==> src/rtl/kpc_pkg.sv <==
`timescale 1ns / 1ps
`default_nettype none

package kpc_pkg;

	localparam int NUM_KEYS  = 3;
	localparam int CODE_W    = 3;
	localparam int TICK_W    = 8;
	localparam int CFG_IDX_W = 2;
	localparam int CFG_W     = 8;

	// register indexes of the configuration port
	localparam logic [CFG_IDX_W-1:0] REG_ENABLE   = 2'd0;
	localparam logic [CFG_IDX_W-1:0] REG_POLARITY = 2'd1;
	localparam logic [CFG_IDX_W-1:0] REG_LONG     = 2'd2;
	localparam logic [CFG_IDX_W-1:0] REG_SUPER    = 2'd3;

	localparam logic [NUM_KEYS-1:0] ENABLE_RST   = 3'd7;
	localparam logic [NUM_KEYS-1:0] POLARITY_RST = 3'd4;
	localparam logic [TICK_W-1:0]   LONG_RST     = 8'd30;
	localparam logic [TICK_W-1:0]   SUPER_RST    = 8'd100;

	// event codes
	localparam logic [CODE_W-1:0] EV_NONE  = 3'd0;
	localparam logic [CODE_W-1:0] EV_DOWN  = 3'd1;
	localparam logic [CODE_W-1:0] EV_LONG  = 3'd2;
	localparam logic [CODE_W-1:0] EV_SUPER = 3'd3;
	localparam logic [CODE_W-1:0] EV_UP    = 3'd4;

	typedef struct packed {
		logic [CODE_W-1:0] evt;
		logic [CODE_W-1:0] state;
	} lane_out_t;

endpackage

`default_nettype wire

==> src/rtl/kpc_lane.sv <==
`timescale 1ns / 1ps
`default_nettype none

module kpc_lane (
	input  wire logic                          clk,
	input  wire logic                          arst_n,
	input  wire logic                          advance,
	input  wire logic                          pin,
	input  wire logic                          enable,
	input  wire logic                          polarity,
	input  wire logic [kpc_pkg::TICK_W-1:0]    long_ticks,
	input  wire logic [kpc_pkg::TICK_W-1:0]    super_ticks,
	output kpc_pkg::lane_out_t                 lane_o
);

	typedef enum logic [kpc_pkg::CODE_W-1:0] {
		S_IDLE    = 3'd0,
		S_CONFIRM = 3'd1,
		S_DOWN    = 3'd2,
		S_LONG    = 3'd3,
		S_SUPER   = 3'd4
	} state_t;

	state_t                       state_q, state_d;
	logic [kpc_pkg::TICK_W-1:0]   count_q, count_d, count_inc;
	logic                         level_q, level_d;
	logic [kpc_pkg::CODE_W-1:0]   evt_d;

	assign level_d   = enable ? (pin == polarity) : level_q;
	assign count_inc = count_q + 8'd1;

	always_comb begin
		state_d = state_q;
		count_d = count_q;
		evt_d   = kpc_pkg::EV_NONE;
		case (state_q)
			S_CONFIRM: begin
				if (level_d) begin
					state_d = S_DOWN;
					count_d = '0;
					evt_d   = kpc_pkg::EV_DOWN;
				end else begin
					state_d = S_IDLE;
				end
			end
			S_DOWN: begin
				if (!level_d) begin
					state_d = S_IDLE;
					evt_d   = kpc_pkg::EV_UP;
				end else if (count_inc >= long_ticks) begin
					state_d = S_LONG;
					count_d = '0;
					evt_d   = kpc_pkg::EV_LONG;
				end else begin
					count_d = count_inc;
				end
			end
			S_LONG, S_SUPER: begin
				if (!level_d) begin
					state_d = S_IDLE;
					evt_d   = kpc_pkg::EV_UP;
				end else if (count_inc >= super_ticks) begin
					// repeat every super-long period while held
					state_d = S_SUPER;
					count_d = '0;
					evt_d   = kpc_pkg::EV_SUPER;
				end else begin
					count_d = count_inc;
				end
			end
			default: begin
				state_d = level_d ? S_CONFIRM : S_IDLE;
			end
		endcase
	end

	always_ff @(posedge clk or negedge arst_n) begin
		if (!arst_n) begin
			state_q <= S_IDLE;
			count_q <= '0;
			level_q <= 1'b0;
		end else if (advance) begin
			state_q <= state_d;
			count_q <= count_d;
			level_q <= level_d;
		end
	end

	assign lane_o.evt   = evt_d;
	assign lane_o.state = state_d;

	a_down_enters_down: assert property (@(posedge clk) disable iff (!arst_n)
		advance && evt_d == kpc_pkg::EV_DOWN |=> state_q == S_DOWN && count_q == '0)
		else $error("down item did not enter down state");

	a_up_enters_idle: assert property (@(posedge clk) disable iff (!arst_n)
		advance && evt_d == kpc_pkg::EV_UP |=> state_q == S_IDLE)
		else $error("up item did not return to idle");

	a_idle_silent: assert property (@(posedge clk) disable iff (!arst_n)
		state_q == S_IDLE |-> evt_d == kpc_pkg::EV_NONE)
		else $error("event raised from idle");

	a_hold_when_stalled: assert property (@(posedge clk) disable iff (!arst_n)
		!advance |=> $stable(state_q) && $stable(count_q) && $stable(level_q))
		else $error("lane state moved without an item");

endmodule

`default_nettype wire

==> src/rtl/kpc_merge.sv <==
`timescale 1ns / 1ps
`default_nettype none

module kpc_merge (
	input  wire logic                                            clk,
	input  wire logic                                            arst_n,
	input  wire logic                                            advance,
	input  wire logic                                            out_ready,
	input  wire kpc_pkg::lane_out_t [kpc_pkg::NUM_KEYS-1:0]      lanes,
	output logic                                                 out_valid,
	output logic [kpc_pkg::NUM_KEYS*kpc_pkg::CODE_W-1:0]        key_events,
	output logic [kpc_pkg::NUM_KEYS*kpc_pkg::CODE_W-1:0]        key_states
);

	logic [kpc_pkg::NUM_KEYS*kpc_pkg::CODE_W-1:0] events_d, states_d;

	always_comb begin
		for (int k = 0; k < kpc_pkg::NUM_KEYS; k++) begin
			events_d[k*kpc_pkg::CODE_W +: kpc_pkg::CODE_W] = lanes[k].evt;
			states_d[k*kpc_pkg::CODE_W +: kpc_pkg::CODE_W] = lanes[k].state;
		end
	end

	always_ff @(posedge clk or negedge arst_n) begin
		if (!arst_n) begin
			out_valid <= 1'b0;
		end else if (advance) begin
			out_valid <= 1'b1;
		end else if (out_ready) begin
			out_valid <= 1'b0;
		end
	end

	// payload loads only with a new item
	always_ff @(posedge clk) begin
		if (advance) begin
			key_events <= events_d;
			key_states <= states_d;
		end
	end

endmodule

`default_nettype wire

==> src/rtl/key_press_classifier.sv <==
// The result is valid on the output register in the cycle after the item is accepted.
// Throughput: one item per cycle; a new item is taken in the same cycle the
// previous result leaves, so the output register sets the pace.
// Reset (arst_n low, asynchronous): all keys idle, hold counters and pressed
// levels cleared, registers back to enable 7, polarity 4, long 30, super 100.
`timescale 1ns / 1ps
`default_nettype none

module key_press_classifier (
	input  wire logic                                             clk,
	input  wire logic                                             arst_n,
	input  wire logic                                             cfg_we,
	input  wire logic [kpc_pkg::CFG_IDX_W-1:0]                    cfg_index,
	input  wire logic [kpc_pkg::CFG_W-1:0]                        cfg_data,
	input  wire logic                                             in_valid,
	output logic                                                  in_ready,
	input  wire logic [kpc_pkg::NUM_KEYS-1:0]                     pin_levels,
	output logic                                                  out_valid,
	input  wire logic                                             out_ready,
	output logic [kpc_pkg::NUM_KEYS*kpc_pkg::CODE_W-1:0]         key_events,
	output logic [kpc_pkg::NUM_KEYS*kpc_pkg::CODE_W-1:0]         key_states
);

	logic [kpc_pkg::NUM_KEYS-1:0]  enable_q, polarity_q;
	logic [kpc_pkg::TICK_W-1:0]    long_q, super_q;
	logic                          advance;
	kpc_pkg::lane_out_t [kpc_pkg::NUM_KEYS-1:0] lanes;

	always_ff @(posedge clk or negedge arst_n) begin
		if (!arst_n) begin
			enable_q   <= kpc_pkg::ENABLE_RST;
			polarity_q <= kpc_pkg::POLARITY_RST;
			long_q     <= kpc_pkg::LONG_RST;
			super_q    <= kpc_pkg::SUPER_RST;
		end else if (cfg_we) begin
			case (cfg_index)
				kpc_pkg::REG_ENABLE:   enable_q   <= cfg_data[kpc_pkg::NUM_KEYS-1:0];
				kpc_pkg::REG_POLARITY: polarity_q <= cfg_data[kpc_pkg::NUM_KEYS-1:0];
				kpc_pkg::REG_LONG:     long_q     <= cfg_data[kpc_pkg::TICK_W-1:0];
				kpc_pkg::REG_SUPER:    super_q    <= cfg_data[kpc_pkg::TICK_W-1:0];
				default: begin
				end
			endcase
		end
	end

	assign in_ready = !out_valid || out_ready;
	assign advance  = in_valid && in_ready;

	for (genvar k = 0; k < kpc_pkg::NUM_KEYS; k++) begin : g_lane
		kpc_lane u_lane (
			.clk         (clk),
			.arst_n      (arst_n),
			.advance     (advance),
			.pin         (pin_levels[k]),
			.enable      (enable_q[k]),
			.polarity    (polarity_q[k]),
			.long_ticks  (long_q),
			.super_ticks (super_q),
			.lane_o      (lanes[k])
		);
	end

	kpc_merge u_merge (
		.clk        (clk),
		.arst_n     (arst_n),
		.advance    (advance),
		.out_ready  (out_ready),
		.lanes      (lanes),
		.out_valid  (out_valid),
		.key_events (key_events),
		.key_states (key_states)
	);

endmodule

`default_nettype wire

==> config.mk <==
export PLATFORM = sky130hd
export DESIGN_NAME = key_press_classifier
export DESIGN_NICKNAME = d
export VERILOG_FILES = /design/src/rtl/kpc_pkg.sv /design/src/rtl/kpc_lane.sv /design/src/rtl/kpc_merge.sv /design/src/rtl/key_press_classifier.sv
export SDC_FILE = /design/constraint.sdc
export NUM_CORES = 1
export LEC_CHECK = 0
export BUFFER_PORTS_ARGS = -buffer_cell sky130_fd_sc_hd__buf_2
export CORE_MARGIN = 10
export CORE_UTILIZATION = 60
export DETAILED_ROUTE_END_ITERATION = 6
export GPL_TIMING_DRIVEN = 0
export PLACE_DENSITY = 0.8
export SYNTH_ARGS = -nofsm -noshare
export SYNTH_HDL_FRONTEND = slang
export SYNTH_SLANG_ARGS = --single-unit
==> constraint.sdc <==
create_clock -name clk -period 5.4 [get_ports clk]
set_input_delay 0.27 -clock clk [delete_from_list [all_inputs] [get_ports clk]]
set_output_delay 0.27 -clock clk [all_outputs]
set_load 0.01 [all_outputs]
==> results.md <==
* Top FF cell, synth: dfrtp_1
* Post-Syn Area at 4927 um2
* Synth top area cells: dfrtp_1 (24%), ha_1 (13%), edfxtp_1 (11%)
* Distinct cells, synth at 57
* Cell accounting for the most synthesized area: dfrtp_1
* Post-layout min period at between 3000 and 4000 ps
* CP required at between 5000 and 6000 ps
* Synthesized flop and latch total at between 70 and 80
* TritonCTS Buffers at 9
* CTS tree: built
* Post_cts resized at 0
* Post-synthesis async set-or-reset flop share at between 70% and 80%
* Die Footprint at between 10000 and 15000 um2
* Most common cell in the netlist: nor2_1
* Drc violations at 0
* Final ANT Viol Nets at 0
* Post-synth EDFFs at 18
* Worst endpoint data arrival time at ~3500 ps
* Fmax at slightly above 0.3 GHz
* Setup violators final at 0
* Slew @ Worst Pin at 754.3 ps
* Post-Syn Nets at 559
* Synth Instances at around 500
* Failing checks: negative hold slack
* Overflow after GRT at 0
* Vias in the first global route at roughly 3800
* Non-filler instance count after layout at ~650
* Initial antenna violation count at 0
* Largest net degree at the start of global routing at 60
* Synth cell count leaders: nor2_1 (58), ha_1 (51), dfrtp_1 (48)
* CTS Root Cell: clkbuf_8
* Placer congestion estimate at 0.8844
* Worst Setup Path Type: reg2reg
* Worst skew pair latency at between 300 and 400 ps
* Routed wire length at 10.82 mm
* Diodes inserted at 0
* PD cells at approximately 410 nW/um2
* DR WL/cell at about 17 um
* DR iter-0 viols at about 180
* Register area share after synthesis at 41.21%
* RSZ-0062 raised after global routing: false
* Area Growth Syn to Fin at 11.10%
* Ports at 38
* Status: finished with violations
* CP endpoint kind: flip-flop
* First-pass GRT wire length at 18.43 mm
* Yosys warns at 0
* Vias at 3810
* Clock Skews at ~9.6 ps
* Critical path peak fanout at 7
* Final Hold Fails at 40
* Post-route clock period utilization at 61.01%
* Final Max Slew Viols at 0
* Routed via count divided by cell count at between 5 and 6
* Syn avg cell area at between 10 and 15 um2
* Hold-fix buffer count after cts at 0
* Ratio of cells with drive above 1 in the final layout at between 10% and 20%
* Postcts setup bufs at 0
* CTS sink count at 77
* Core area at about 8000 um2
* Cell row count at 32
* Nets at slightly above 600
* MaxCap Viol Count at 0
* Clock transition at path regs at 80 ps
* Worst hold slack at -23.35 ps
* Setup TNS at 0 ps
* VDD IR-drop max at roughly 0.00021 V
* All-layer global routing usage at between 10% and 20%
* Hold Path Class: in2async
* Yosys top cell area share at roughly 24%
* LEAKAGE at approximately 2.6 nW
* Starting density of the core at a little over three fifths
* Die Ht at 110.6 um
* # H-tree levels at 3
* IO buf count at 37
* Startpoint types: flip-flop
* First-pass DRT Iterations at 4
* Post-DP HPWL at about 8.2 mm
* Die Wd at around 110 um
* Buffer depth of the longest clock path at 2
* Worst slew margin relative to its limit at between 40% and 50%
* Dpl cells at between 600 and 700
==> cell usage in the layout (no fill, tap or decap), types with 18 or more instances in the layout <==
cell type / count
o21ai_0: 26
inv_1: 23
nand2_1: 24
mux2_2: 24
nor2_1: 58
ha_1: 51
dfrtp_1: 48
edfxtp_1: 18
nand3_1: 25
a21oi_1: 20
buf_2: 39
xor2_1: 23
==> metrics by stage <==
stage / total power, W / cell area (um2) / setup WS [ps] / util (%)
6_report: 0.002252 / 5474 / 2105 / 69.75
5_1_grt: 0.002416 / 5474 / 1821 / 69.75
4_1_cts: 0.002252 / 5470 / 2100 / 69.71
3_5_place_dp: 0.001727 / 5240 / 2107 / 66.77
3_3_place_gp: 0.001675 / 5240 / 2184 / 66.77
2_1_floorplan: 0.001488 / 4927 / 2510 / -
==> layer usage <==
layer / GRT usage (%) / wire length [um]
met4: 6.649 / 170
met5: 0 / 0
met2: 29.93 / 5409
met1: 22.09 / 4809
met3: 3.187 / 430
==> final cells by class <==
class / instances / area [um2]
fill: 622 / 2374
inverter: 25 / 93.84
timing repair buffer: 37 / 187.7
buffer: 12 / 50.05
clock buffer: 11 / 131.4
multi-input combinational: 376 / 2754
sequential: 77 / 2031
clock inverter: 5 / 98.84
tap: 102 / 127.6
==> worst max-delay path, cell delays in order, from the launching register on <==
cell      delay (ps)
dfrtp_1          480
ha_1             280
and3_1           240
nand3_1          110
xnor2_1          310
ha_1             320
and3_1           180
o21ai_0          280
o211ai_1         300
a221oi_1         410
o21ai_1          130
nor2_1           100
==> cell families after synthesis <==
group | Yosys count | share of synthesized area, %
AND/OR/NAND/NOR | 167 | 17.06
AO/OA/AOI/OAI | 95 | 12.87
flip-flops | 77 | 41.21
adder cells (fa/ha/maj) | 51 | 12.95
buffers and inverters | 37 | 2.895
XOR/XNOR | 32 | 5.841
multiplexers | 31 | 7.161
==> sequential cells by signal (all words and copies together) (netlist names) <==
signal and flops:
u_merge.key_events 9, g_lane.u_lane.level_q 3, u_merge.out_valid 1, super_q 8
g_lane.u_lane.count_q 24, long_q 8, polarity_q 3, g_lane.u_lane.state_q 9
enable_q 3, u_merge.key_states 9
==> worst paths after layout <==
path / start / end / slack (ps) / depth (start not counted)
worst max-delay path: g_lane[0].u_lane.count_q[0] / u_merge.key_states[0] / 2110 / 11
min in group clk: in_valid / u_merge.out_valid / 120 / 2
worst min register to register: g_lane[2].u_lane.count_q[1] / g_lane[2].u_lane.count_q[1] / 510 / 2
worst max register to register: g_lane[0].u_lane.count_q[0] / u_merge.key_states[0] / 2110 / 11
worst min-delay path: arst_n / g_lane[0].u_lane.state_q[0] / -20 / 1
max in group asynchronous: arst_n / g_lane[1].u_lane.count_q[3] / 4930 / 1
==> report_power, final <==
| group | total (W) | internal (W) | switching, W | leakage (nW) |
|---|---|---|---|---|
| Sequential | 0.000833 | 0.000738 | 0.0000945 | 0.909 |
| Clock | 0.000515 | 0.000305 | 0.000210 | 0.115 |
| Combinational | 0.000904 | 0.000371 | 0.000532 | 1.57 |
| Total | 0.00225 | 0.00141 | 0.000837 | 2.60 |
Power figures use the tool's default switching activity.
